--- src/hdl/shiprrip_pkg.sv ---
// Shared types, constants and helpers for the SHiP/SRRIP replacement policy block.
// No dependencies; imported by the top level, the reuse table and the victim scan.
package shiprrip_pkg;

  localparam int DEF_NUM_SETS = 2048;
  localparam int DEF_NUM_WAYS = 16;

  localparam int SET_IN_W     = 11;
  localparam int WAY_IN_W     = 4;
  localparam int ADDR_W       = 64;
  localparam int PC_W         = 64;
  localparam int RRPV_W       = 2;
  localparam int SIG_W        = 6;
  localparam int SIG_COUNT    = 2 ** SIG_W;
  localparam int CNT_W        = 2;
  localparam int STRIDE_W     = 8;
  localparam int SCORE_W      = 2;
  localparam int THR_W        = 2;
  localparam int LINE_SHIFT   = 6;
  localparam int HASH_SHIFT_A = 6;
  localparam int HASH_SHIFT_B = 12;
  localparam int APB_AW       = 3;
  localparam int APB_DW       = 32;

  localparam logic [RRPV_W-1:0]  RRPV_FAR   = 2'd3;
  localparam logic [RRPV_W-1:0]  RRPV_LONG  = 2'd2;
  localparam logic [RRPV_W-1:0]  RRPV_NEAR  = 2'd0;
  localparam logic [CNT_W-1:0]   CNT_MAX    = 2'd3;
  localparam logic [CNT_W-1:0]   CNT_INIT   = 2'd1;
  localparam logic [SCORE_W-1:0] SCORE_MAX  = 2'd3;
  localparam logic [THR_W-1:0]   THR_RESET  = 2'd2;

  typedef enum logic {
    OP_SELECT = 1'b0,
    OP_UPDATE = 1'b1
  } op_t;

  typedef enum logic {
    REG_STREAM_THR = 1'b0,
    REG_REUSE_THR  = 1'b1
  } reg_idx_t;

  typedef logic [SIG_W-1:0] sig_t;

  typedef struct packed {
    logic             rd_en;
    sig_t             rd_addr;
    logic             wr_en;
    sig_t             wr_addr;
    logic [CNT_W-1:0] wr_data;
  } ctr_req_t;

  function automatic sig_t pc_hash(input logic [PC_W-1:0] pc);
    logic [PC_W-1:0] mix;
    mix = pc ^ (pc >> HASH_SHIFT_A) ^ (pc >> HASH_SHIFT_B);
    return mix[SIG_W-1:0];
  endfunction

endpackage

--- src/hdl/shiprrip_reuse_table.sv ---
// Signature reuse counters: 64 x 2-bit memory, registered read.
// Per-entry valid bits make unwritten counters read as their reset value.
// Depends on shiprrip_pkg.
module shiprrip_reuse_table import shiprrip_pkg::*; (
  input  logic             clk,
  input  logic             rst_n,
  input  ctr_req_t         req,
  output logic [CNT_W-1:0] rd_data
);

  logic [CNT_W-1:0]     mem [SIG_COUNT];
  logic [SIG_COUNT-1:0] vld_r;
  logic [CNT_W-1:0]     rd_data_r;

  always_ff @(posedge clk) begin
    if (!rst_n) begin
      vld_r <= '0;
    end else if (req.wr_en) begin
      vld_r[req.wr_addr] <= 1'b1;
    end
  end

  always_ff @(posedge clk) begin
    if (req.wr_en) begin
      mem[req.wr_addr] <= req.wr_data;
    end
    if (req.rd_en) begin
      rd_data_r <= vld_r[req.rd_addr] ? mem[req.rd_addr] : CNT_INIT;
    end
  end

  assign rd_data = rd_data_r;

endmodule

--- config.mk ---
export PLATFORM = sky130hd
export DESIGN_NAME = shiprrip_reuse_table
export DESIGN_NICKNAME = d
export VERILOG_FILES = /design/src/hdl/shiprrip_pkg.sv /design/src/hdl/shiprrip_reuse_table.sv
export SDC_FILE = /design/constraint.sdc
export NUM_CORES = 1
export LEC_CHECK = 0
export BUFFER_PORTS_ARGS = -buffer_cell sky130_fd_sc_hd__buf_4
export CAP_MARGIN = 10
export CELL_PAD_IN_SITES_DETAIL_PLACEMENT = 0
export CELL_PAD_IN_SITES_GLOBAL_PLACEMENT = 1
export CORE_AREA = 2 2 184 150
export CTS_CLUSTER_DIAMETER = 100
export DETAILED_ROUTE_END_ITERATION = 12
export DIE_AREA = 0 0 186 152
export GPL_TIMING_DRIVEN = 0
export PLACE_DENSITY_LB_ADDON = 0.3
export SKIP_LAST_GASP = 1
export SLEW_MARGIN = 40
export SYNTH_ARGS = -nofsm -noshare
export SYNTH_HDL_FRONTEND = slang
export SYNTH_SLANG_ARGS = --single-unit
export TNS_END_PERCENT = 20
--- constraint.sdc ---
create_clock -name clk -period 3.83 [get_ports clk]
set_input_delay 0.383 -clock clk [delete_from_list [all_inputs] [get_ports clk]]
set_output_delay 0.383 -clock clk [all_outputs]
set_load 0.03 [all_outputs]
==> metrics.txt <==
status=complete, no violations; Pwr Total=0.00432 W; Max Cap Viol=0; Logic pwr share=5.4%; Post-synth EDFFs=130; Initial Util=29.4%; DIE AREA=28300 µm²; WL final=20.0 mm; Netlist cell types=40; crit-path max FO=10; postcts setup bufs=0; R2R depth=4; Crit. End Element=flop; vias in the first global route=4672; reg2reg end=rd_data[1]; grt total ovfl=0; slew margin rel.=48.7%; core area=26700 µm²; P_int=0.00337 W; cell row count=54; TNS Setup=0 ps; DR vias=4461; CP startpoint kind=primary input; count of state elements after synthesis=194; I/O Buffers=14; drt first pass iters=7; Worst R2R Start=mem[1][1]; num ports=20; final setup fails=0; clock skew=6.29 ps; Clk Latency, worst-skew pair=430 ps; Synthesized Nets=503; crit path to=rd_data[0]; P&R area growth vs syn=14.9%; die height=152 µm; most common cell after layout, fill and taps aside=edfxtp_1; Setup crit start=req[10]; Clock Sinks=194; Net Switching=0.000949 W; Least-Margin Pin Slew=767 ps; layout cells sized above 1=14.9%; Async S/R FF share, synth=0%; largest net degree at the start of global routing=65; Util after Layout=33.7%; reg-to-reg slack, setup=1710 ps; most frequent cells in the layout=edfxtp_1, nor2_1, o21a_1, dfxtp_1, mux4_1; clk root buf=clkbuf_16; PwrDens=479 nW/µm²; worst path arrival time=2400 ps; achievable frequency=0.447 GHz; DRT antenna net count=0; All-Layer GR Usage=14.8%; CTS tree=done; DR DRC count=0; post-CTS sizing=0; # H-tree levels=4; LEAKAGE=2.97 nW; Yosys warnings=0; Post-Place Cells=863; mapped cell area=7830 µm²; Avg WL per Cell=22.3 µm; unrepaired setup endpoints after global routing=false; initial antenna violation count=0; dpl hpwl=13.9 mm; clock-pin slew on the worst setup and hold paths=70 ps; first-pass GRT wire length=29.9 mm; die width=186 µm; Clock Power Share=42.5%; Hold Fails Final Rpt=0; WP data required=4000 ps; hold_buf cts=0; Final Wtd Congestion=0.755; Sw Ratio=22.0%; Worst Hold Class=primary input to flop; initial drt markers=359; Final Max Slew Viols=0; Setup CP Type=primary input to flop; Seq pwr share=52.1%; Num CTS Buffers=17; fin cells=895; Main synth FF type=edfxtp_1; synthesized area per cell=16.2 µm²; peak supply drop=0.251 mV; antenna cells=0; via-per-instance ratio=4.98; cell count after synthesis=485; sequential share of the synthesized area=66.2%; nets=536; minimum clock period=2240 ps; Longest Clk Path Bufs=2; final worst-path cycle share=58.5%
-- power groups by stage --
stage / logic (W) / registers [W] / clock network, W
floorplan: 0.000132 / 0.00229 / 0
CTS: 0.000238 / 0.00225 / 0.00186
global placement: 0.000234 / 0.00229 / 0
finish: 0.000235 / 0.00225 / 0.00183
detailed placement: 0.000237 / 0.00230 / 0
global route: 0.000252 / 0.00225 / 0.00195
-- worst max-delay path, cell delays in order --
cell and delay [ps]:
buf_4 110, clkbuf_2 370, buf_2 400, mux4_1 390, a22oi_1 220, nand3_1 140
a311o_1 370
-- per-stage QoR --
stage | instance area (µm²) | hold WS (ps) | setup slack (ps)
after global placement | 8390 | 439 | 790
after global routing | 9000 | 143 | 1510
after CTS | 9000 | 147 | 1210
after floorplan | 7830 | 432 | 1710
final | 9000 | 162 | 1590
after detailed placement | 8390 | 447 | 762
-- cell families after synthesis --
logic type,after synthesis,share of synthesized area (%)
compound gates,97,9.07
simple gates,116,6.80
buf+inv,28,2.76
flops,194,66.2
mux,50,15.2
-- cell type report --
type	instances	area (µm²)
Sequential cell	194	5180
Multi-Input combinational cell	263	2430
Clock inverter	15	181
Tap cell	364	455
Fill cell	2558	17700
Timing Repair Buffer	14	105
Buffer	27	214
Inverter	1	3.75
Clock buffer	17	425
-- worst min path at each step --
| stage | startpoint | cells after the start | slack (ps) | to |
|---|---|---|---|---|
| CTS | req[15] | 1 | 150 | rd_data[1] |
| detailed placement | vld_r[33] | 1 | 450 | vld_r[33] |
| global route | req[15] | 1 | 140 | rd_data[1] |
| floorplan | vld_r[1] | 1 | 430 | vld_r[1] |
| global placement | vld_r[50] | 1 | 440 | vld_r[50] |
| finish | req[15] | 1 | 160 | rd_data[1] |
-- synth_stat cells, drive strengths merged (6+ instances only) --
| cell | n | area share [%] |
|---|---|---|
| mux4 | 46 | 15 |
| a21oi | 6 | 0.38 |
| clkbuf | 17 | 1.3 |
| o21a | 64 | 6.1 |
| nand2 | 9 | 0.43 |
| nand3 | 7 | 0.45 |
| a22oi | 12 | 1.2 |
| dfxtp | 64 | 16 |
| buf | 10 | 1.4 |
| nor2b | 9 | 0.72 |
| nor2 | 70 | 3.4 |
| edfxtp | 130 | 50 |
-- layer usage --
layer	vias to the layer above	track usage [%]	part of all wire, %
li1	1989	-	-
met1	2359	21.5	48
met2	101	22.9	47
met3	12	2.73	4.5
met4	0	3.67	0.85
met5	-	0	0
-- sequential cells by signal (all words and copies together) (netlist names) --
name / cells
vld_r: 64
rd_data: 2
mem: 128
Note: power is estimated with default switching activity, not from simulation.
