==> src/hdl/shiprrip_row_ram.sv <==
// Per-set row memory: one write port, one read port with registered data.
// Standalone; width and depth come from the instantiating level.
module shiprrip_row_ram #(
  parameter int WIDTH = 8,
  parameter int DEPTH = 2,
  localparam int AW = (DEPTH > 1) ? $clog2(DEPTH) : 1
) (
  input  logic             clk,
  input  logic             rd_en,
  input  logic [AW-1:0]    rd_addr,
  output logic [WIDTH-1:0] rd_data,
  input  logic             wr_en,
  input  logic [AW-1:0]    wr_addr,
  input  logic [WIDTH-1:0] wr_data
);

  logic [WIDTH-1:0] mem [DEPTH];
  logic [WIDTH-1:0] rd_data_r;

  always_ff @(posedge clk) begin
    if (wr_en) begin
      mem[wr_addr] <= wr_data;
    end
    if (rd_en) begin
      rd_data_r <= mem[rd_addr];
    end
  end

  assign rd_data = rd_data_r;

endmodule

==> config.mk <==
export PLATFORM = sky130hd
export DESIGN_NAME = shiprrip_row_ram
export DESIGN_NICKNAME = d
export VERILOG_FILES = /design/src/hdl/shiprrip_row_ram.sv
export SDC_FILE = /design/constraint.sdc
export NUM_CORES = 1
export LEC_CHECK = 0
export BUFFER_PORTS_ARGS = -buffer_cell sky130_fd_sc_hd__buf_2
export CAP_MARGIN = 20
export CORE_AREA = 5 5 47 49
export DETAILED_ROUTE_END_ITERATION = 6
export DIE_AREA = 0 0 52 54
export PLACE_DENSITY = 0.83
export SLEW_MARGIN = 0
export SYNTH_ARGS = -nofsm -noshare
export SYNTH_HDL_FRONTEND = slang
export SYNTH_SLANG_ARGS = --single-unit
==> constraint.sdc <==
create_clock -name clk -period 2.4 [get_ports clk]
set_input_delay 0.36 -clock clk [delete_from_list [all_inputs] [get_ports clk]]
set_output_delay 0.36 -clock clk [all_outputs]
set_load 0.1 [all_outputs]
==> summary.txt, run 1 <==
status: finished clean
Hold Path Class: in2reg
Least-Margin Pin Slew: 666.5 ps
Netlist cell types: 5
Slowest cell on crit path: buf_2
Final nets: 72
RR Endpoint: rd_data[2]
Post-synth EDFFs: 24
WL met1: 425 um
WP buf/inv: 1
IO Pins: 21
DR WL met2: 493 um
vias in the first global route: 317
Crit Path Max Fanout: 1
Pint: 0.0005848 W
initial antenna violation count: 0
metal3 WL: 94 um
Top Layer Used: met3
R2R cell count: 1
Final setup viols: 0
first-pass GRT wire length: 1.497 mm
clock share of power: 0.204
DRT Pass-1 Iters: 2
Synth Instances: 35
Multi-input gate area: 132.6 um^2
Final Hold Viols: 0
Switch Pwr: 0.0002010 W
Pwr per Cell Area: 778.2 nW/um^2
worst skew pair latency: 290 ps
CTS Sinks: 24
FP Rows: 16
Post-synth top flop: edfxtp_1
iteration-0 DRC count of the detailed router: 6
TritonCTS clock tree: yes
register area share after synthesis: 0.8336
PostCTS Resize Cnt: 0
Final ANT Viol Nets: 0
post-synthesis register bit count: 24
Worst Hold Slack: 246.2 ps
Synth top area share: 0.8336
RSZ-0062 raised after global routing: false
number of diodes: 0
# DRC: 0
register area: 720.7 um^2
Post-synth top cells: edfxtp_1 (24), mux2_4 (8), and2_1 (1), buf_6 (1), nor2b_1 (1)
Peak VDD IR: 0.0004592 V
sw frac: 0.2558
largest net degree at the start of global routing: 13
worst rel slew slack: 0.5548
Buffers on Ports: 20
ys async rst share: 0
postcts setup bufs: 0
worst r2r src: mem[0][2]
Post-Syn Area per Cell: 24.70 um^2
Comb pwr share: 0.158
Worst Path Required: 2040 ps
Die Span Y: 54 um
post-DR wirelength/cell: 12.06 um
delay-heaviest family, CP: buffers and inverters
Core Area: 1822 um^2
min-delay src: wr_data[6]
Worst Skew: 0.4875 ps
clock slew at reported path FFs: 110 ps
fin cells: 84
cts hold-fix bufs: 0
Die ar.: 2808 um^2
TNS Setup: 0 ps
syn nets: 48
DP Area: 987.2 um^2
routed wire length: 1.013 mm
CP Capture Type: output pin
placed insts: 81
routed vias: 363
top post-synthesis cells by area: edfxtp_1 (83%), mux2_4 (14%), buf_6 (1.3%)
fill count: 163
Crit Path Category: reg2out
Critical Path AT: 1050 ps
Root Buffer: clkbuf_4
H-tree depth: 1
Avg Vias per Cell: 4.321
Syn Std Cell Area: 864.6 um^2
CTS buffer count: 3
Starting Density: 0.4746
grt total ovfl: 0
sequential share of power: 0.638
final critical-path share of the clock period: 0.5860
Max Root-Sink Buffers: 2
layout cell share with drive strength beyond 1: 0.5439
CP Cell Sequence: buf_2
RD Place Congestion: 0.6265
Pins Over Slew Limit: 0
WP depth: 1
Yosys top cell by area: edfxtp_1
LEAKAGE: 0.3915 nW
yosys warns: 0
Fmax: 0.7111 GHz
Layout area overhead: 16.79%
WHS Endpoint: mem[1][6]
Slowest Stage Delay on Critical Path: 420 ps
most frequent cell after synthesis: edfxtp_1
CP startpoint kind: register
reg2reg setup slack: 1500 ps
Die X: 52 um
WHS Path Cells: 1
gr usage total: 0.07715
max cap viols: 0
crit path time final: 1406 ps
post-route cell area: 1010 um^2
## logic make-up (layout without fill, tap and decap cells)
family        count (synthesis)  count (layout)  share of synthesized area
flops                        24              24                     0.8336
mux                           8               8                     0.1389
buf+inv                       1              23                    0.01302
simple gates                  2               2                    0.01448
## power groups by stage
stage	clock, W	combinational [W]	sequential (W)
2_1_floorplan	0	0.0000287	0.000583
3_3_place_gp	0	0.000123	0.000510
3_5_place_dp	0	0.000125	0.000512
4_1_cts	0.000165	0.000125	0.000502
5_1_grt	0.000184	0.000128	0.000504
6_report	0.000161	0.000124	0.000501
## area by class of cell
class / instances / area share
sequential: 24 / 0.7138
multi-input combinational: 10 / 0.1314
timing repair buffer: 20 / 0.09913
tap: 27 / 0.03346
clock buffer: 3 / 0.02230
## metrics by stage
step	utilization	worst slack, ps	power (W)
6_report	0.5543	993.7	0.0007858
4_1_cts	0.5543	980.0	0.0007924
3_3_place_gp	0.5419	1092	0.0006336
2_1_floorplan	-	1136	0.0006116
5_1_grt	0.5543	925.1	0.0008167
3_5_place_dp	0.5419	997.4	0.0006367
## worst max-delay path by stage
stage | to | slack (ps) | from
6_report | rd_data[3] | 990 | rd_data[3]
5_1_grt | rd_data[3] | 930 | rd_data[3]
4_1_cts | rd_data[3] | 980 | rd_data[3]
3_5_place_dp | mem[0][6] | 1000 | wr_addr
3_3_place_gp | mem[0][3] | 1090 | wr_addr
2_1_floorplan | rd_data[0] | 1140 | rd_data[0]
## sequential cells by signal, indices dropped and copies added, names as in the netlist
| signal | count |
|---|---|
| rd_data | 8 |
| mem | 16 |
## layer usage
layer / global-route usage / up-vias
met3: 0.03047 / 0
met2: 0.1130 / 14
li1: - / 184
met5: 0 / -
met1: 0.09353 / 165
met4: 0.05240 / 0
## placed cells by master, fill, tap and decap left out
| master | synthesis | routed |
|---|---|---|
| buf_2 | 0 | 20 |
| mux2_4 | 8 | 8 |
| and2_1 | 1 | 1 |
| edfxtp_1 | 24 | 24 |
| clkbuf_4 | 0 | 3 |
| nor2b_1 | 1 | 1 |
No activity file was read; power rests on OpenSTA's default activity.
==> inputs of run 2 (changes only) <==
--- a/config.mk
+++ b/config.mk
@@ -5,12 +5,13 @@
 export SDC_FILE = /design/constraint.sdc
 export NUM_CORES = 1
 export LEC_CHECK = 0
+export ABC_AREA = 1
 export BUFFER_PORTS_ARGS = -buffer_cell sky130_fd_sc_hd__buf_2
 export CAP_MARGIN = 20
-export CORE_AREA = 5 5 47 49
+export CORE_AREA = 5 5 50 52
 export DETAILED_ROUTE_END_ITERATION = 6
-export DIE_AREA = 0 0 52 54
-export PLACE_DENSITY = 0.83
+export DIE_AREA = 0 0 55 57
+export PLACE_DENSITY = 0.76
 export SLEW_MARGIN = 0
 export SYNTH_ARGS = -nofsm -noshare
 export SYNTH_HDL_FRONTEND = slang
==> constraint.sdc (replaced) <==
create_clock -name clk -period 1.2 [get_ports clk]
set_input_delay 0.18 -clock clk [delete_from_list [all_inputs] [get_ports clk]]
set_output_delay 0.18 -clock clk [all_outputs]
set_load 0.1 [all_outputs]
==> run 2 against run 1 <==
- first-iteration DRC count is 50% higher
- largest cell class unchanged
- sequential power up 100%
- non-clock buffer count grew 1
- area after synthesis decreased by 2.7%
- power grew 110%
- clock power increased by 100%
- die area up 12%
- worst setup slack worse by 910 ps
- clock skew rose by 4.1 ps
- flip-flop and latch count is the same
- final cell count grew 25%
- register-to-register slack worse by 1100 ps
==> summary.txt, run 2 <==
status: finished clean (unchanged)
CP Capture Type: output pin (unchanged)
Fmax: 0.8997 GHz
number of diodes: 0 (unchanged)
Slowest Stage Delay on Critical Path: 440 ps (was 420 ps)
CP Cell Sequence: buf_12 (was buf_2)
Post-synth top cells: nand2_1 (25), edfxtp_1 (24), inv_1 (2) (was edfxtp_1 (24), mux2_4 (8), and2_1 (1), buf_6 (1), nor2b_1 (1))
RSZ-0062 raised after global routing: false (unchanged)
max reg flops: 16 (unchanged)
Post-synth EDFFs: 24 (unchanged)
Hold Path Class: in2reg (unchanged)
ys async rst share: 0 (unchanged)
Worst Hold Slack: 55.78 ps (was 246.2 ps)
cts hold-fix bufs: 0 (unchanged)
register area share after synthesis: 0.8571 (was 0.8336)
crit path time final: 1111 ps
Worst Skew: 4.586 ps (was 0.4875 ps)
Die X: 55 um (was 52 um)
Post-synth top flop: edfxtp_1 (unchanged)
CTS Sinks: 24 (unchanged)
Root Buffer: clkbuf_4 (unchanged)
Core Area: 2063 um^2 (was 1822 um^2)
PostCTS Resize Cnt: 0 (unchanged)
Layout area overhead: 32.59% (was 16.79%)
clock slew at reported path FFs: 120 ps (was 110 ps)
largest register by flop count: mem (unchanged)
final critical-path share of the clock period: 0.9262
post-synthesis register bit count: 24 (unchanged)
Critical Path AT: 930 ps (was 1050 ps)
yosys warns: 0 (unchanged)
Least-Margin Pin Slew: 282.5 ps (was 666.5 ps)
Crit Path Category: reg2out (unchanged)
FP Rows: 17 (was 16)
DRT Pass-1 Iters: 3 (was 2)
RR Endpoint: rd_data[7] (was rd_data[2])
WHS Path Cells: 1 (unchanged)
R2R cell count: 2 (was 1)
Netlist cell types: 6 (was 5)
RD Place Congestion: 0.6763 (was 0.6265)
Final ANT Viol Nets: 0 (unchanged)
Peak VDD IR: 0.0007670 V (was 0.0004592 V)
TNS Setup: 0 ps (unchanged)
Final setup viols: 0 (unchanged)
WHS Endpoint: mem[0][7] (was mem[1][6])
gr usage total: 0.07884 (was 0.07715)
H-tree depth: 1 (unchanged)
Post-Syn Area per Cell: 15.57 um^2 (was 24.70 um^2)
most frequent cell after synthesis: nand2_1 (was edfxtp_1)
syn nets: 67 (was 48)
Slowest cell on crit path: edfxtp_1 (was buf_2)
Avg Vias per Cell: 4.200 (was 4.321)
max cap viols: 0 (unchanged)
postcts setup bufs: 0 (unchanged)
Syn Std Cell Area: 840.8 um^2 (was 864.6 um^2)
placed insts: 102 (was 81)
first-pass GRT wire length: 1.780 mm (was 1.497 mm)
Yosys top cell by area: edfxtp_1 (unchanged)
Max Root-Sink Buffers: 2 (unchanged)
largest net degree at the start of global routing: 13 (unchanged)
IO Pins: 21 (unchanged)
Die ar.: 3135 um^2 (was 2808 um^2)
TritonCTS clock tree: yes (unchanged)
iteration-0 DRC count of the detailed router: 9 (was 6)
CTS buffer count: 3 (unchanged)
top post-synthesis cells by area: edfxtp_1 (86%), nand2_1 (11%), buf_6 (1.3%) (was edfxtp_1 (83%), mux2_4 (14%), buf_6 (1.3%))
WP buf/inv: 1 (unchanged)
Worst Path Required: 1020 ps (was 2040 ps)
reg2reg setup slack: 450 ps (was 1500 ps)
routed wire length: 1.103 mm (was 1.013 mm)
CP startpoint kind: register (unchanged)
LEAKAGE: 0.4622 nW (was 0.3915 nW)
worst r2r src: mem[1][7] (was mem[0][2])
layout cell share with drive strength beyond 1: 0.3247 (was 0.5439)
initial antenna violation count: 0 (unchanged)
vias in the first global route: 444 (was 317)
Buffers on Ports: 20 (unchanged)
Final nets: 92 (was 72)
worst skew pair latency: 300 ps (was 290 ps)
delay-heaviest family, CP: flip-flops (was buffers and inverters)
Die Span Y: 57 um (was 54 um)
Synth top area share: 0.8571 (was 0.8336)
min-delay src: wr_data[7] (was wr_data[6])
post-DR wirelength/cell: 10.50 um (was 12.06 um)
commonest cells after routing, fill and taps aside: nand2_1 (25), edfxtp_1 (24), buf_2 (12) (was edfxtp_1 (24), buf_2 (20), mux2_4 (8))
Synth Instances: 54 (was 35)
routed vias: 441 (was 363)
Pwr per Cell Area: 1463 nW/um^2 (was 778.2 nW/um^2)
worst rel slew slack: 0.8114 (was 0.5548)
Final Hold Viols: 0 (unchanged)
grt total ovfl: 0 (unchanged)
Pins Over Slew Limit: 0 (unchanged)
# DRC: 0 (unchanged)
commonest non-fill, non-tap cell in the layout: nand2_1 (was edfxtp_1)
fin cells: 105 (was 84)
Starting Density: 0.4075 (was 0.4746)
final core utilization: 0.5403 (was 0.5543)
Crit Path Max Fanout: 1 (unchanged)
[run 2: changes by cell type after synthesis, sizes merged]
cell | before | now
nor2b | 1 | 0
inv | 0 | 3
nor2 | 0 | 1
and2 | 1 | 0
nand2 | 0 | 25
mux2 | 8 | 0
[run 2: where the power goes]
part	leakage, nW	internal (W)	total (W)	switching [W]
Combinational	0.219	0.0000987	0.000289	0.000190
Sequential	0.230	0.000990	0.00101	0.0000243
Clock	0.0138	0.000117	0.000329	0.000211
Total	0.462	0.00121	0.00163	0.000426
[run 2: cell type report]
class                           count  area, um^2
Clock buffer                        3       22.52
Timing Repair Buffer               21       227.7
Sequential cell                    24       720.7
Multi-Input combinational cell     26       97.59
Inverter                            3       11.26
Tap cell                           28       35.03
Fill cell                         189       948.4
[run 2: stage by stage]
stage / total power, W / area, um^2 / setup WS [ps]
6_report: 0.001631 / 1115 / 88.54
2_1_floorplan: 0.001200 / 840.8 / 116.0
4_1_cts: 0.001650 / 1115 / 77.00
3_5_place_dp: 0.001327 / 1092 / 327.5
5_1_grt: 0.001693 / 1115 / 47.71
3_3_place_gp: 0.001318 / 1092 / 355.0
[run 2: kinds of logic (layout without fill, tap and decap cells)]
| logic type | after synthesis | in the layout | synth area share |
|---|---|---|---|
| DFF | 24 | 24 | 0.8571 |
| and+or+nand+nor | 26 | 26 | 0.1161 |
| buffers and inverters | 4 | 27 | 0.02678 |
[run 2: how the worst max path moves through the flow]
stage	from	to	slack, ps	cells after the start
after floorplan	rd_data[0]	rd_data[0]	120	0
after global placement	wr_addr	mem[1][1]	350	3
after detailed placement	wr_addr	mem[1][6]	330	3
after CTS	rd_data[4]	rd_data[4]	80	1
after global routing	rd_data[5]	rd_data[5]	50	1
final	rd_data[3]	rd_data[3]	90	1
[run 2: metal layers]
metal / routed length [um] / GRT usage
met1: 419 / 0.09599
met2: 534 / 0.1199
met5: 0 / 0
met3: 130 / 0.02089
met4: 19 / 0.05208
==> inputs of run 3 (changes only) <==
--- a/config.mk
+++ b/config.mk
@@ -5,13 +5,12 @@
 export SDC_FILE = /design/constraint.sdc
 export NUM_CORES = 1
 export LEC_CHECK = 0
-export ABC_AREA = 1
 export BUFFER_PORTS_ARGS = -buffer_cell sky130_fd_sc_hd__buf_2
 export CAP_MARGIN = 20
 export CORE_AREA = 5 5 50 52
 export DETAILED_ROUTE_END_ITERATION = 6
 export DIE_AREA = 0 0 55 57
-export PLACE_DENSITY = 0.76
+export PLACE_DENSITY = 0.77
 export SLEW_MARGIN = 0
 export SYNTH_ARGS = -nofsm -noshare
 export SYNTH_HDL_FRONTEND = slang
==> run 3 against run 2 <==
- highest routed layer unchanged
- cell area grew 2.5%
- critical path depth is the same
- maximum frequency grew 0.22%
- combinational power grew 6.9%
- register-to-register slack lost 140 ps
- via count shrank 17%
- worst setup slack gained 2.4 ps
==> summary.txt, run 3 (synthesis gave the netlist of run 1 again) <==
status: finished clean (unchanged)
worst r2r src: mem[0][5] (was mem[1][7])
IO Pins: 21 (unchanged)
post-DR wirelength/cell: 11.56 um (was 10.50 um)
DRT Pass-1 Iters: 2 (was 3)
TNS Setup: 0 ps (unchanged)
Max Root-Sink Buffers: 2 (unchanged)
Slowest cell on crit path: edfxtp_1 (unchanged)
Crit Path Max Fanout: 1 (unchanged)
# DRC: 0 (unchanged)
max reg flops: 16 (unchanged)
first-pass GRT wire length: 1.787 mm (was 1.780 mm)
Worst Path Required: 1020 ps (about the same)
Pins Over Slew Limit: 0 (unchanged)
Starting Density: 0.4190 (was 0.4075)
delay-heaviest family, CP: flip-flops (unchanged)
RD Place Congestion: 0.6141 (was 0.6763)
commonest non-fill, non-tap cell in the layout: edfxtp_1 (was nand2_1)
grt total ovfl: 0 (unchanged)
Final setup viols: 0 (unchanged)
post-route cell area: 1142 um^2 (was 1115 um^2)
Peak VDD IR: 0.001002 V (was 0.0007670 V)
DP Area: 1116 um^2 (was 1092 um^2)
layout cell share with drive strength beyond 1: 0.5424 (was 0.3247)
Pwr per Cell Area: 1457 nW/um^2 (was 1463 nW/um^2)
routed wire length: 1.006 mm (was 1.103 mm)
WP buf/inv: 1 (unchanged)
RR Endpoint: rd_data[5] (was rd_data[7])
FP Rows: 17 (unchanged)
Final Hold Viols: 0 (unchanged)
Die X: 55 um (unchanged)
Avg Vias per Cell: 4.184 (was 4.200)
reg2reg setup slack: 310 ps (was 450 ps)
WHS Path Cells: 1 (unchanged)
R2R cell count: 1 (was 2)
CP Capture Type: output pin (unchanged)
TritonCTS clock tree: yes (unchanged)
RSZ-0062 raised after global routing: false (unchanged)
CTS Sinks: 24 (unchanged)
Final ANT Viol Nets: 0 (unchanged)
postcts setup bufs: 0 (unchanged)
Die Span Y: 57 um (unchanged)
Worst Skew: 2.929 ps (was 4.586 ps)
Hold Path Class: in2reg (unchanged)
Final nets: 73 (was 92)
fin cells: 87 (was 105)
Layout area overhead: 32.13% (was 32.59%)
PostCTS Resize Cnt: 0 (unchanged)
min-delay src: wr_data[3] (was wr_data[7])
largest net degree at the start of global routing: 14 (was 13)
cts hold-fix bufs: 0 (unchanged)
worst rel slew slack: 0.7646 (was 0.8114)
max cap viols: 0 (unchanged)
worst skew pair latency: 300 ps (about the same)
crit path time final: 1109 ps (was 1111 ps)
initial antenna violation count: 0 (unchanged)
H-tree depth: 1 (unchanged)
WHS Endpoint: mem[0][3] (was mem[0][7])
placed insts: 83 (was 102)
routed vias: 364 (was 441)
LEAKAGE: 0.4419 nW (was 0.4622 nW)
Root Buffer: clkbuf_4 (unchanged)
CP Cell Sequence: buf_12 (unchanged)
Critical Path AT: 930 ps (about the same)
CTS buffer count: 3 (unchanged)
Die ar.: 3135 um^2 (unchanged)
vias in the first global route: 413 (was 444)
CP startpoint kind: register (unchanged)
number of diodes: 0 (unchanged)
final critical-path share of the clock period: 0.9242 (was 0.9262)
clock slew at reported path FFs: 120 ps (about the same)
Crit Path Category: reg2out (unchanged)
Fmax: 0.9017 GHz (was 0.8997 GHz)
largest register by flop count: mem (unchanged)
Core Area: 2063 um^2 (unchanged)
Least-Margin Pin Slew: 353.2 ps (was 282.5 ps)
gr usage total: 0.08320 (was 0.07884)
iteration-0 DRC count of the detailed router: 6 (was 9)
Buffers on Ports: 20 (unchanged)
commonest cells after routing, fill and taps aside: edfxtp_1 (24), buf_2 (12), mux2_4 (8), buf_12 (8), clkbuf_4 (3) (was nand2_1 (25), edfxtp_1 (24), buf_2 (12))
Slowest Stage Delay on Critical Path: 430 ps (was 440 ps)
==> run 3: power breakdown <==
part | total [W] | switching (W) | leakage (nW) | internal, W
logic | 0.000309 | 0.000184 | 0.198 | 0.000126
clock network | 0.000339 | 0.000218 | 0.0154 | 0.000121
registers | 0.00102 | 0.0000248 | 0.228 | 0.000990
==> run 3: area by class of cell <==
cell class,instances,area (um^2)
clock buffer,3,22.52
multi-input combinational,10,132.6
clock inverter,1,3.754
tap,28,35.03
sequential,24,720.7
fill,170,920.9
timing repair buffer,21,227.7
==> run 3: worst max-delay path by stage <==
stage | from | endpoint | cells after the start
CTS | rd_data[6] | rd_data[6] | 1
detailed placement | rd_addr | rd_data[7] | 2
finish | rd_data[3] | rd_data[3] | 1
floorplan | rd_data[0] | rd_data[0] | 0
global route | rd_data[7] | rd_data[7] | 1
global placement | rd_addr | rd_data[2] | 2
==> run 3: stage by stage <==
step / util / power [W] / hold slack, ps / worst slack [ps]
6_report: 0.5537 / 0.001664 / 51.81 / 90.98
5_1_grt: 0.5537 / 0.001745 / 25.65 / 31.17
4_1_cts: 0.5537 / 0.001688 / 33.03 / 67.44
3_5_place_dp: 0.5409 / 0.001348 / 371.6 / 192.0
3_3_place_gp: 0.5409 / 0.001341 / 366.6 / 211.7
2_1_floorplan: - / 0.001223 / 278.9 / 116.0
==> run 3: per-layer routing <==
layer | track usage | share of wire | wire length (um) | up-vias
met5 | 0 | 0 | 0 | -
met2 | 0.1132 | 0.48 | 483 | 16
met4 | 0.08333 | 0.021 | 21 | 0
met3 | 0.01567 | 0.076 | 76 | 2
met1 | 0.1053 | 0.42 | 424 | 161
li1 | - | - | - | 185
