**config.mk**
```make
export PLATFORM = sky130hd
export DESIGN_NAME = shiprrip_victim_scan
export DESIGN_NICKNAME = d
export VERILOG_FILES = /design/src/hdl/shiprrip_pkg.sv /design/src/hdl/shiprrip_victim_scan.sv
export SDC_FILE = /design/constraint.sdc
export NUM_CORES = 1
export LEC_CHECK = 0
export ABC_AREA = 1
export ABC_CLOCK_PERIOD_IN_PS = 4440
export BUFFER_PORTS_ARGS = -buffer_cell sky130_fd_sc_hd__buf_4
export CORE_UTILIZATION = 30
export DETAILED_ROUTE_END_ITERATION = 7
export PLACE_DENSITY_LB_ADDON = 0.08
export REMOVE_ABC_BUFFERS = 1
export SYNTH_ARGS = -nofsm -noshare
export SYNTH_HDL_FRONTEND = slang
export SYNTH_SLANG_ARGS = --single-unit
```
**constraint.sdc**
```tcl
create_clock -name clk -period 4.44 [get_ports clk]
set_input_delay 0.666 -clock clk [delete_from_list [all_inputs] [get_ports clk]]
set_output_delay 0.666 -clock clk [all_outputs]
set_load 0.01 [all_outputs]
```
**src/hdl/shiprrip_pkg.sv**
```systemverilog
// Shared types, constants and helpers for the SHiP/SRRIP replacement policy block.
// No dependencies; imported by the top level, the reuse table and the victim scan.
package shiprrip_pkg;

  localparam int DEF_NUM_SETS = 2048;
  localparam int DEF_NUM_WAYS = 16;

  localparam int SET_IN_W     = 11;
  localparam int WAY_IN_W     = 4;
  localparam int ADDR_W       = 64;
  localparam int PC_W         = 64;
  localparam int RRPV_W       = 2;
  localparam int SIG_W        = 6;
  localparam int SIG_COUNT    = 2 ** SIG_W;
  localparam int CNT_W        = 2;
  localparam int STRIDE_W     = 8;
  localparam int SCORE_W      = 2;
  localparam int THR_W        = 2;
  localparam int LINE_SHIFT   = 6;
  localparam int HASH_SHIFT_A = 6;
  localparam int HASH_SHIFT_B = 12;
  localparam int APB_AW       = 3;
  localparam int APB_DW       = 32;

  localparam logic [RRPV_W-1:0]  RRPV_FAR   = 2'd3;
  localparam logic [RRPV_W-1:0]  RRPV_LONG  = 2'd2;
  localparam logic [RRPV_W-1:0]  RRPV_NEAR  = 2'd0;
  localparam logic [CNT_W-1:0]   CNT_MAX    = 2'd3;
  localparam logic [CNT_W-1:0]   CNT_INIT   = 2'd1;
  localparam logic [SCORE_W-1:0] SCORE_MAX  = 2'd3;
  localparam logic [THR_W-1:0]   THR_RESET  = 2'd2;

  typedef enum logic {
    OP_SELECT = 1'b0,
    OP_UPDATE = 1'b1
  } op_t;

  typedef enum logic {
    REG_STREAM_THR = 1'b0,
    REG_REUSE_THR  = 1'b1
  } reg_idx_t;

  typedef logic [SIG_W-1:0] sig_t;

  typedef struct packed {
    logic             rd_en;
    sig_t             rd_addr;
    logic             wr_en;
    sig_t             wr_addr;
    logic [CNT_W-1:0] wr_data;
  } ctr_req_t;

  function automatic sig_t pc_hash(input logic [PC_W-1:0] pc);
    logic [PC_W-1:0] mix;
    mix = pc ^ (pc >> HASH_SHIFT_A) ^ (pc >> HASH_SHIFT_B);
    return mix[SIG_W-1:0];
  endfunction

endpackage

```
**src/hdl/shiprrip_victim_scan.sv**
```systemverilog
// Iterative victim search: one way per cycle through a shared compare,
// tracking the highest RRPV and the first way that holds it. Depends on shiprrip_pkg.
module shiprrip_victim_scan import shiprrip_pkg::*; #(
  parameter int NUM_WAYS = DEF_NUM_WAYS,
  localparam int WAY_W = $clog2(NUM_WAYS)
) (
  input  logic                           clk,
  input  logic                           rst_n,
  input  logic                           start,
  input  logic [NUM_WAYS-1:0][RRPV_W-1:0] rrip,
  output logic                           done,
  output logic [RRPV_W-1:0]              top,
  output logic [WAY_W-1:0]               victim
);

  localparam logic [WAY_W-1:0] LAST = WAY_W'(NUM_WAYS - 1);

  logic              busy_r;
  logic              done_r;
  logic [WAY_W-1:0]  idx_r;
  logic [RRPV_W-1:0] max_r;
  logic [WAY_W-1:0]  vic_r;
  logic              at_last;

  assign at_last = busy_r && (idx_r == LAST);

  always_ff @(posedge clk) begin
    if (!rst_n) begin
      busy_r <= 1'b0;
      done_r <= 1'b0;
    end else begin
      done_r <= at_last;
      if (start) begin
        busy_r <= 1'b1;
      end else if (at_last) begin
        busy_r <= 1'b0;
      end
    end
  end

  always_ff @(posedge clk) begin
    if (start) begin
      idx_r <= '0;
      max_r <= '0;
      vic_r <= '0;
    end else if (busy_r) begin
      idx_r <= idx_r + WAY_W'(1);
      if (rrip[idx_r] > max_r) begin
        max_r <= rrip[idx_r];
        vic_r <= idx_r;
      end
    end
  end

  assign done   = done_r;
  assign top    = max_r;
  assign victim = vic_r;

endmodule

```
==> impl_results.html, run 1 <==
<table>
<tr><th>Metric</th><th>Value</th></tr>
<tr><th colspan="2">Pwr</th></tr>
<tr><td>Final Power</td><td>339 µW</td></tr>
<tr><td>Static Leak</td><td>0.000745 µW</td></tr>
<tr><td>Power per Cell Area</td><td>262 mW/mm²</td></tr>
<tr><td>Worst ir drop on vdd</td><td>0.125 mV</td></tr>
<tr><th colspan="2">Floorplanning</th></tr>
<tr><td>Core outline area</td><td>0.00303 mm²</td></tr>
<tr><td>Die Width</td><td>58.5 µm</td></tr>
<tr><td>Ports placed on the boundary</td><td>42</td></tr>
<tr><td>Starting utilization of the core area</td><td>31.6%</td></tr>
<tr><td>Total number of placement rows</td><td>20</td></tr>
<tr><td>DIE AREA</td><td>0.00342 mm²</td></tr>
<tr><td>Die height</td><td>58.5 µm</td></tr>
<tr><th colspan="2">STA</th></tr>
<tr><td>Maximum frequency from static timing analysis</td><td>376 MHz</td></tr>
<tr><td>Number of endpoints failing setup at the final stage</td><td>0</td></tr>
<tr><td>Final Cycle Share</td><td>59.9%</td></tr>
<tr><td>Slew at the pin closest to its max-slew limit</td><td>755 ps</td></tr>
<tr><td>Clock Skews</td><td>4.38 ps</td></tr>
<tr><td>Final min period</td><td>2660 ps</td></tr>
<tr><td>RSZ-0062 raised after global routing</td><td>false</td></tr>
<tr><td>Relative max-transition margin</td><td>49.6%</td></tr>
<tr><td>Max-slew violation count</td><td>0</td></tr>
<tr><td>Aggregate negative setup slack</td><td>0 ps</td></tr>
<tr><td>Final Hold Fails</td><td>0</td></tr>
<tr><th colspan="2">Cells and area</th></tr>
<tr><td>Net count reported at finish</td><td>242</td></tr>
<tr><td>Antenna cells</td><td>0</td></tr>
<tr><td>Final standard cell area without fillers</td><td>0.00129 mm²</td></tr>
<tr><td>Ratio of cells with drive above 1 in the final layout</td><td>27.1%</td></tr>
<tr><td>Area overhead of the layout relative to synthesis</td><td>35.3%</td></tr>
<tr><td>Core utilization of the finished layout</td><td>42.8%</td></tr>
<tr><td>Most common cell after layout, fill and taps aside</td><td>sky130_fd_sc_hd__nand2_1</td></tr>
<tr><td>Fillcell total</td><td>340</td></tr>
<tr><td>Most frequent cells in the layout</td><td>62 x sky130_fd_sc_hd__nand2_1, 41 x sky130_fd_sc_hd__buf_4, 30 x sky130_fd_sc_hd__inv_1, 16 x sky130_fd_sc_hd__nand3_1, 12 x sky130_fd_sc_hd__dfxtp_1</td></tr>
<tr><th colspan="2">Setup path</th></tr>
<tr><td>Critical Path Fanout Max</td><td>19</td></tr>
<tr><td>Critical-path cell with the highest stage delay</td><td>sky130_fd_sc_hd__dfxtp_1</td></tr>
<tr><td>CP delay by family, top</td><td>simple AND/OR/NAND/NOR gates</td></tr>
<tr><td>Number of buffers and inverters on the critical path</td><td>2</td></tr>
<tr><td>Crit-path most repeated cell</td><td>sky130_fd_sc_hd__nand2_1</td></tr>
<tr><td>Cell breakdown of the critical path</td><td>inv_8 -&gt; nand2_2 -&gt; nand2_1 -&gt; nand2_1 -&gt; nand3_1 -&gt; a31oi_1 -&gt; ha_1 -&gt; nand2_1 -&gt; nand2_1 -&gt; nor2_1 -&gt; nand3_1 -&gt; nand2_1 -&gt; inv_1</td></tr>
<tr><td>Maximum cell stage delay along the critical path</td><td>820 ps</td></tr>
<tr><td>Category of the worst setup path launch point</td><td>register</td></tr>
<tr><td>Data arrival time of the critical path</td><td>2850 ps</td></tr>
<tr><td>Critical Path RT</td><td>4620 ps</td></tr>
<tr><td>Worst setup EP type</td><td>register</td></tr>
<tr><td>Class of the most critical setup path</td><td>reg -&gt; reg</td></tr>
<tr><th colspan="2">GRT</th></tr>
<tr><td>GRT Total Usage</td><td>15.3%</td></tr>
<tr><td>Met2 usage</td><td>24.8%</td></tr>
<tr><td>Wire length of the first global-routing pass</td><td>4110 µm</td></tr>
<tr><td>Met1 usage in global routing</td><td>19.6%</td></tr>
<tr><td>Busiest grt layer</td><td>met2</td></tr>
<tr><td>Number of antenna violations at the first check in global routing</td><td>0</td></tr>
<tr><td>Via count of the first global-routing pass</td><td>1005</td></tr>
<tr><td>Largest net degree at the start of global routing</td><td>20</td></tr>
<tr><td>Gr ovfl total</td><td>0</td></tr>
<tr><td>Met3 Resource Use GR</td><td>3.96%</td></tr>
<tr><th colspan="2">Yosys</th></tr>
<tr><td>Warning count from the yosys run</td><td>0</td></tr>
<tr><td>Flop and latch count out of synthesis</td><td>12</td></tr>
<tr><td>Average size of a mapped cell</td><td>5.84 µm²</td></tr>
<tr><td>Count of mapped cells out of synthesis</td><td>164</td></tr>
<tr><td>Mapped cell area</td><td>957 µm²</td></tr>
<tr><td>Synth unique cells</td><td>21</td></tr>
<tr><td>Sequential-to-total area share from yosys stat</td><td>25.1%</td></tr>
<tr><th colspan="2">Placed design</th></tr>
<tr><td>Cell area after placement</td><td>0.00126 mm²</td></tr>
<tr><td>Final weighted congestion of routability-driven global placement</td><td>0.802</td></tr>
<tr><td>Number of port buffers</td><td>41</td></tr>
<tr><td>Final HPWL DP</td><td>1750 µm</td></tr>
<tr><th colspan="2">Clock tree</th></tr>
<tr><td>CTS clock-pin slew for the worst setup and hold paths</td><td>80 ps</td></tr>
<tr><td>Post-CTS setup buffer count</td><td>0</td></tr>
<tr><td>Clock sink total</td><td>12</td></tr>
<tr><td>Clk root buf</td><td>sky130_fd_sc_hd__clkbuf_4</td></tr>
<tr><td>Clock Latency Late Sink</td><td>280 ps</td></tr>
<tr><td>H-tree levels</td><td>1</td></tr>
<tr><td>Clock buffers created by TritonCTS</td><td>3</td></tr>
<tr><td>Count of cells resized by post-cts repair</td><td>0</td></tr>
<tr><td>Hold_buf cts</td><td>0</td></tr>
<tr><td>Maximum clock insertion buffer count</td><td>2</td></tr>
<tr><td>TritonCTS clock tree</td><td>built</td></tr>
<tr><th colspan="2">Detailed routing</th></tr>
<tr><td>Number of DRC violations after detailed routing</td><td>0</td></tr>
<tr><td>Total detailed-routing wirelength</td><td>2270 µm</td></tr>
<tr><td>Mean routed wirelength per cell</td><td>9.19 µm</td></tr>
<tr><td>Post-DRT Antenna Nets</td><td>0</td></tr>
<tr><td>Starting DRC count in detailed routing</td><td>35</td></tr>
<tr><td>Via count of the routed design</td><td>1053</td></tr>
<tr><td>Detailed Routing Iterations Pass 1</td><td>4</td></tr>
<tr><td>Via density per instance</td><td>4.26</td></tr>
<tr><th colspan="2">Min path</th></tr>
<tr><td>Worst hold-check path type</td><td>reg -&gt; reg</td></tr>
<tr><th colspan="2">Run</th></tr>
<tr><td>Number of max-capacitance violations reported</td><td>0</td></tr>
<tr><th colspan="2">Outcome</th></tr>
<tr><td>Run status</td><td>completed</td></tr>
</table>
==> flip-flops by register name (all words and copies together) (netlist names) <==
signal  count
idx_r       4
victim      4
busy_r      1
top         2
done        1
==> synthesized netlist by cell type (all sizes together) <==
master	number	area [µm²]
a21oi	9	45.0
buf	6	61.3
a31oi	1	6.26
nand2	65	251
nand3	18	100
nor3	2	15.0
o21ai	6	30.0
inv	34	135
dfxtp	12	240
ha	3	37.5
xor2	1	8.76
nor2	7	26.3
==> per-layer routing <==
metal	wire length [µm]	up-vias
met5	0	-
met4	35	0
met3	162	4
met2	960	31
met1	1110	445
li1	-	573
==> report_power, final <==
group          leakage [µW]  total [µW]  switching [µW]  internal, µW
registers         0.0000983         134            14.5           120
logic              0.000626         115            56.0          59.1
clock network     0.0000210        89.2            39.4          49.9
==> per-stage QoR <==
stage,setup slack [ps],hold slack (ps),instances
final,1780,508,247
after detailed placement,1740,496,243
after global routing,1360,534,247
after floorplan,2160,464,158
after CTS,1720,512,247
after global placement,1790,498,243
==> layout make-up <==
type                            count  area, µm²  share of cell area, %
Sequential cell                    12        240                   18.6
Multi-Input combinational cell    112        520                   40.2
Inverter                           34        135                   10.4
Timing Repair Buffer               41        308                   23.8
Clock buffer                        4       36.3                   2.80
Tap cell                           44       55.1                   4.25
==> final timing paths <==
| kind | slack, ps | start | cells after the start | endpoint |
|---|---|---|---|---|
| hold reg to reg | 510 | idx_r[3]$_SDFFE_PP0P_ | 2 | done$_SDFF_PN0_ |
| setup / recovery | 1780 | idx_r[0]$_SDFFE_PP0P_ | 13 | top[1]$_SDFFE_PP0P_ |
| hold / removal | 510 | idx_r[3]$_SDFFE_PP0P_ | 2 | done$_SDFF_PN0_ |
| setup reg to reg | 1780 | idx_r[0]$_SDFFE_PP0P_ | 13 | top[1]$_SDFFE_PP0P_ |
==> cell families (layout without fill, tap and decap cells) <==
| group | after synthesis | count (layout) | synth area share, % |
|---|---|---|---|
| buffers and inverters | 40 | 79 | 20.5 |
| AND/OR/NAND/NOR | 92 | 92 | 41.0 |
| XOR/XNOR | 1 | 1 | 0.915 |
| AO/OA/AOI/OAI | 16 | 16 | 8.50 |
| flip-flops | 12 | 12 | 25.1 |
| adder cells (fa/ha/maj) | 3 | 3 | 3.92 |
==> worst reg2reg max path: cells and delay by family, from the launching register on <==
kind | cells | cell delay [ps]
AOI/OAI and AO/OA | 1 | 180
DFF | 1 | 820
and+or+nand+nor | 9 | 1140
adders and majority gates | 1 | 240
buffers and inverters | 2 | 170
Power figures use the tool's default switching activity.
==> inputs of run 2 (changes only) <==
ABC_CLOCK_PERIOD_IN_PS = 2300   (was 4440)
clock period = 2.3 ns   (was 4.44 ns; I/O delays follow)
==> impl_results.html, run 2 (synthesized netlist as in run 1, its figures left out) <==
<table>
<tr><th>Metric</th><th>Value</th></tr>
<tr><th colspan="2">Clock tree</th></tr>
<tr><td>TritonCTS clock tree</td><td>built</td></tr>
<tr><td>Hold_buf cts</td><td>0</td></tr>
<tr><td>Clock Latency Late Sink</td><td>270 ps</td></tr>
<tr><td>Clk root buf</td><td>sky130_fd_sc_hd__clkbuf_4</td></tr>
<tr><td>CTS clock-pin slew for the worst setup and hold paths</td><td>80 ps</td></tr>
<tr><td>H-tree levels</td><td>1</td></tr>
<tr><td>Clock sink total</td><td>12</td></tr>
<tr><td>Maximum clock insertion buffer count</td><td>2</td></tr>
<tr><td>Clock buffers created by TritonCTS</td><td>3</td></tr>
<tr><th colspan="2">Setup path</th></tr>
<tr><td>Data arrival time of the critical path</td><td>2260 ps</td></tr>
<tr><td>Capturing element of the worst setup path</td><td>top[0]$_SDFFE_PP0P_</td></tr>
<tr><td>FF-to-FF setup slack</td><td>260 ps</td></tr>
<tr><td>Critical Path Fanout Max</td><td>18</td></tr>
<tr><td>Worst setup EP type</td><td>register</td></tr>
<tr><td>Class of the most critical setup path</td><td>reg -&gt; reg</td></tr>
<tr><td>Endpoint of the worst-slack reg-to-reg timing path</td><td>top[0]$_SDFFE_PP0P_</td></tr>
<tr><td>Category of the worst setup path launch point</td><td>register</td></tr>
<tr><td>CP Launch Point</td><td>idx_r[0]$_SDFFE_PP0P_</td></tr>
<tr><td>Startpoint of the worst register-to-register path</td><td>idx_r[0]$_SDFFE_PP0P_</td></tr>
<tr><td>Critical Path RT</td><td>2520 ps</td></tr>
<tr><td>Worst R2R Path Depth</td><td>17</td></tr>
<tr><th colspan="2">STA</th></tr>
<tr><td>Max-slew violation count</td><td>0</td></tr>
<tr><td>Final Hold Fails</td><td>0</td></tr>
<tr><td>Relative max-transition margin</td><td>82.9%</td></tr>
<tr><td>RSZ-0062 raised after global routing</td><td>false</td></tr>
<tr><td>Final min period</td><td>2040 ps</td></tr>
<tr><td>Maximum frequency from static timing analysis</td><td>491 MHz</td></tr>
<tr><td>Final Cycle Share</td><td>88.5%</td></tr>
<tr><td>Aggregate negative setup slack</td><td>0 ps</td></tr>
<tr><td>Number of endpoints failing setup at the final stage</td><td>0</td></tr>
<tr><td>Clock Skews</td><td>3.37 ps</td></tr>
<tr><td>Slew at the pin closest to its max-slew limit</td><td>256 ps</td></tr>
<tr><th colspan="2">Floorplanning</th></tr>
<tr><td>Total number of placement rows</td><td>20</td></tr>
<tr><td>Die height</td><td>58.5 µm</td></tr>
<tr><td>DIE AREA</td><td>0.00342 mm²</td></tr>
<tr><td>Die Width</td><td>58.5 µm</td></tr>
<tr><td>Ports placed on the boundary</td><td>42</td></tr>
<tr><td>Starting utilization of the core area</td><td>31.6%</td></tr>
<tr><td>Core outline area</td><td>0.00303 mm²</td></tr>
<tr><th colspan="2">Detailed routing</th></tr>
<tr><td>Via count of the routed design</td><td>1089</td></tr>
<tr><td>Detailed Routing Iterations Pass 1</td><td>4</td></tr>
<tr><td>Total detailed-routing wirelength</td><td>2420 µm</td></tr>
<tr><td>Mean routed wirelength per cell</td><td>9.66 µm</td></tr>
<tr><td>Via density per instance</td><td>4.36</td></tr>
<tr><td>Post-DRT Antenna Nets</td><td>0</td></tr>
<tr><td>Number of DRC violations after detailed routing</td><td>0</td></tr>
<tr><td>Starting DRC count in detailed routing</td><td>46</td></tr>
<tr><th colspan="2">Cells and area</th></tr>
<tr><td>Antenna cells</td><td>0</td></tr>
<tr><td>Final standard cell area without fillers</td><td>0.00133 mm²</td></tr>
<tr><td>Most common cell after layout, fill and taps aside</td><td>sky130_fd_sc_hd__nand2_1</td></tr>
<tr><td>Fillcell total</td><td>336</td></tr>
<tr><td>Net count reported at finish</td><td>245</td></tr>
<tr><td>Most frequent cells in the layout</td><td>62 x sky130_fd_sc_hd__nand2_1, 43 x sky130_fd_sc_hd__buf_4, 30 x sky130_fd_sc_hd__inv_1, 16 x sky130_fd_sc_hd__nand3_1, 11 x sky130_fd_sc_hd__dfxtp_1</td></tr>
<tr><td>Ratio of cells with drive above 1 in the final layout</td><td>29.1%</td></tr>
<tr><td>Area overhead of the layout relative to synthesis</td><td>39.3%</td></tr>
<tr><td>Post-layout instance count excluding filler cells</td><td>250</td></tr>
<tr><th colspan="2">GRT</th></tr>
<tr><td>Gr ovfl total</td><td>0</td></tr>
<tr><td>Via count of the first global-routing pass</td><td>1018</td></tr>
<tr><td>GRT Total Usage</td><td>15.4%</td></tr>
<tr><td>Wire length of the first global-routing pass</td><td>4100 µm</td></tr>
<tr><td>Largest net degree at the start of global routing</td><td>19</td></tr>
<tr><td>Number of antenna violations at the first check in global routing</td><td>0</td></tr>
<tr><th colspan="2">Min path</th></tr>
<tr><td>Worst hold-check path type</td><td>in -&gt; reg</td></tr>
<tr><td>Hold Crit Depth</td><td>2</td></tr>
<tr><th colspan="2">Placed design</th></tr>
<tr><td>Cell area after placement</td><td>0.00129 mm²</td></tr>
<tr><td>Placed Cells incl. Taps</td><td>246</td></tr>
<tr><td>Final HPWL DP</td><td>1960 µm</td></tr>
<tr><td>Number of port buffers</td><td>41</td></tr>
<tr><td>Final weighted congestion of routability-driven global placement</td><td>0.909</td></tr>
<tr><th colspan="2">Outcome</th></tr>
<tr><td>Run status</td><td>completed</td></tr>
<tr><th colspan="2">Pwr</th></tr>
<tr><td>Worst ir drop on vdd</td><td>0.415 mV</td></tr>
<tr><td>Static Leak</td><td>0.000764 µW</td></tr>
<tr><td>Power per Cell Area</td><td>503 mW/mm²</td></tr>
<tr><th colspan="2">Run</th></tr>
<tr><td>Number of max-capacitance violations reported</td><td>0</td></tr>
</table>
## run 2: cell count changes in the layout (fill, tap and decap cells not counted), sizes merged
cell and delta:
buf +3
## run 2: per-stage QoR
step | power, µW | util (%) | setup slack, ps | hold slack [ps]
final | 671 | 44.0 | 264 | 261
after global routing | 727 | 44.0 | 28.3 | 246
after CTS | 678 | 43.9 | 152 | 254
after detailed placement | 508 | 42.7 | 167 | 506
after global placement | 503 | 42.7 | 262 | 503
after floorplan | 389 | - | 23.3 | 417
## run 2: what timing repair did
action,in CTS,in global routing
resized for setup,0,2
endpoints found under the setup margin,0,6
buffers inserted,0,0
## run 2: metal layers
layer	up-vias	wire, µm	global-route usage [%]
met2	28	1150	27.8
met4	0	31	6.12
met5	-	0	0
li1	579	-	-
met1	478	1110	18.1
met3	4	122	2.64
## run 2: layout make-up
cell class / instances / area (µm²) / share of cell area [%]
multi-input cells: 112 / 523 / 39.2
repair buffers: 44 / 343 / 25.7
flip-flops and latches: 12 / 241 / 18.1
inverters: 34 / 135 / 10.1
well taps: 44 / 55.1 / 4.13
clock buffers: 4 / 36.3 / 2.72
## run 2: how the worst min path moves through the flow
stage | startpoint | endpoint | slack (ps)
5_1_grt | start | idx_r[3]$_SDFFE_PP0P_ | 250
3_3_place_gp | idx_r[3]$_SDFFE_PP0P_ | done$_SDFF_PN0_ | 500
4_1_cts | start | idx_r[3]$_SDFFE_PP0P_ | 250
2_1_floorplan | start | idx_r[3]$_SDFFE_PP0P_ | 420
3_5_place_dp | idx_r[3]$_SDFFE_PP0P_ | done$_SDFF_PN0_ | 510
6_report | start | idx_r[3]$_SDFFE_PP0P_ | 260
## run 2: critical path, stage by stage, from the launching register on
cell,delay (ps)
sky130_fd_sc_hd__dfxtp_2,350
sky130_fd_sc_hd__buf_12,150
sky130_fd_sc_hd__inv_8,110
sky130_fd_sc_hd__nand2_1,60
sky130_fd_sc_hd__nand3_1,60
sky130_fd_sc_hd__nand2_1,70
sky130_fd_sc_hd__nand2_1,50
sky130_fd_sc_hd__nand2_1,60
sky130_fd_sc_hd__a31oi_1,140
sky130_fd_sc_hd__ha_1,250
sky130_fd_sc_hd__nand2_1,60
sky130_fd_sc_hd__nand2_1,50
sky130_fd_sc_hd__nor2_2,150
sky130_fd_sc_hd__buf_4,180
sky130_fd_sc_hd__nor2_1,50
sky130_fd_sc_hd__nor2_1,90
sky130_fd_sc_hd__nand2_1,60
sky130_fd_sc_hd__inv_1,40
## run 2: power breakdown
group | leakage (µW) | switching (µW) | internal, µW
sequential | 0.0000986 | 18.6 | 232
combinational | 0.000645 | 126 | 127
clock | 0.0000210 | 71.7 | 96.2
total | 0.000764 | 216 | 455
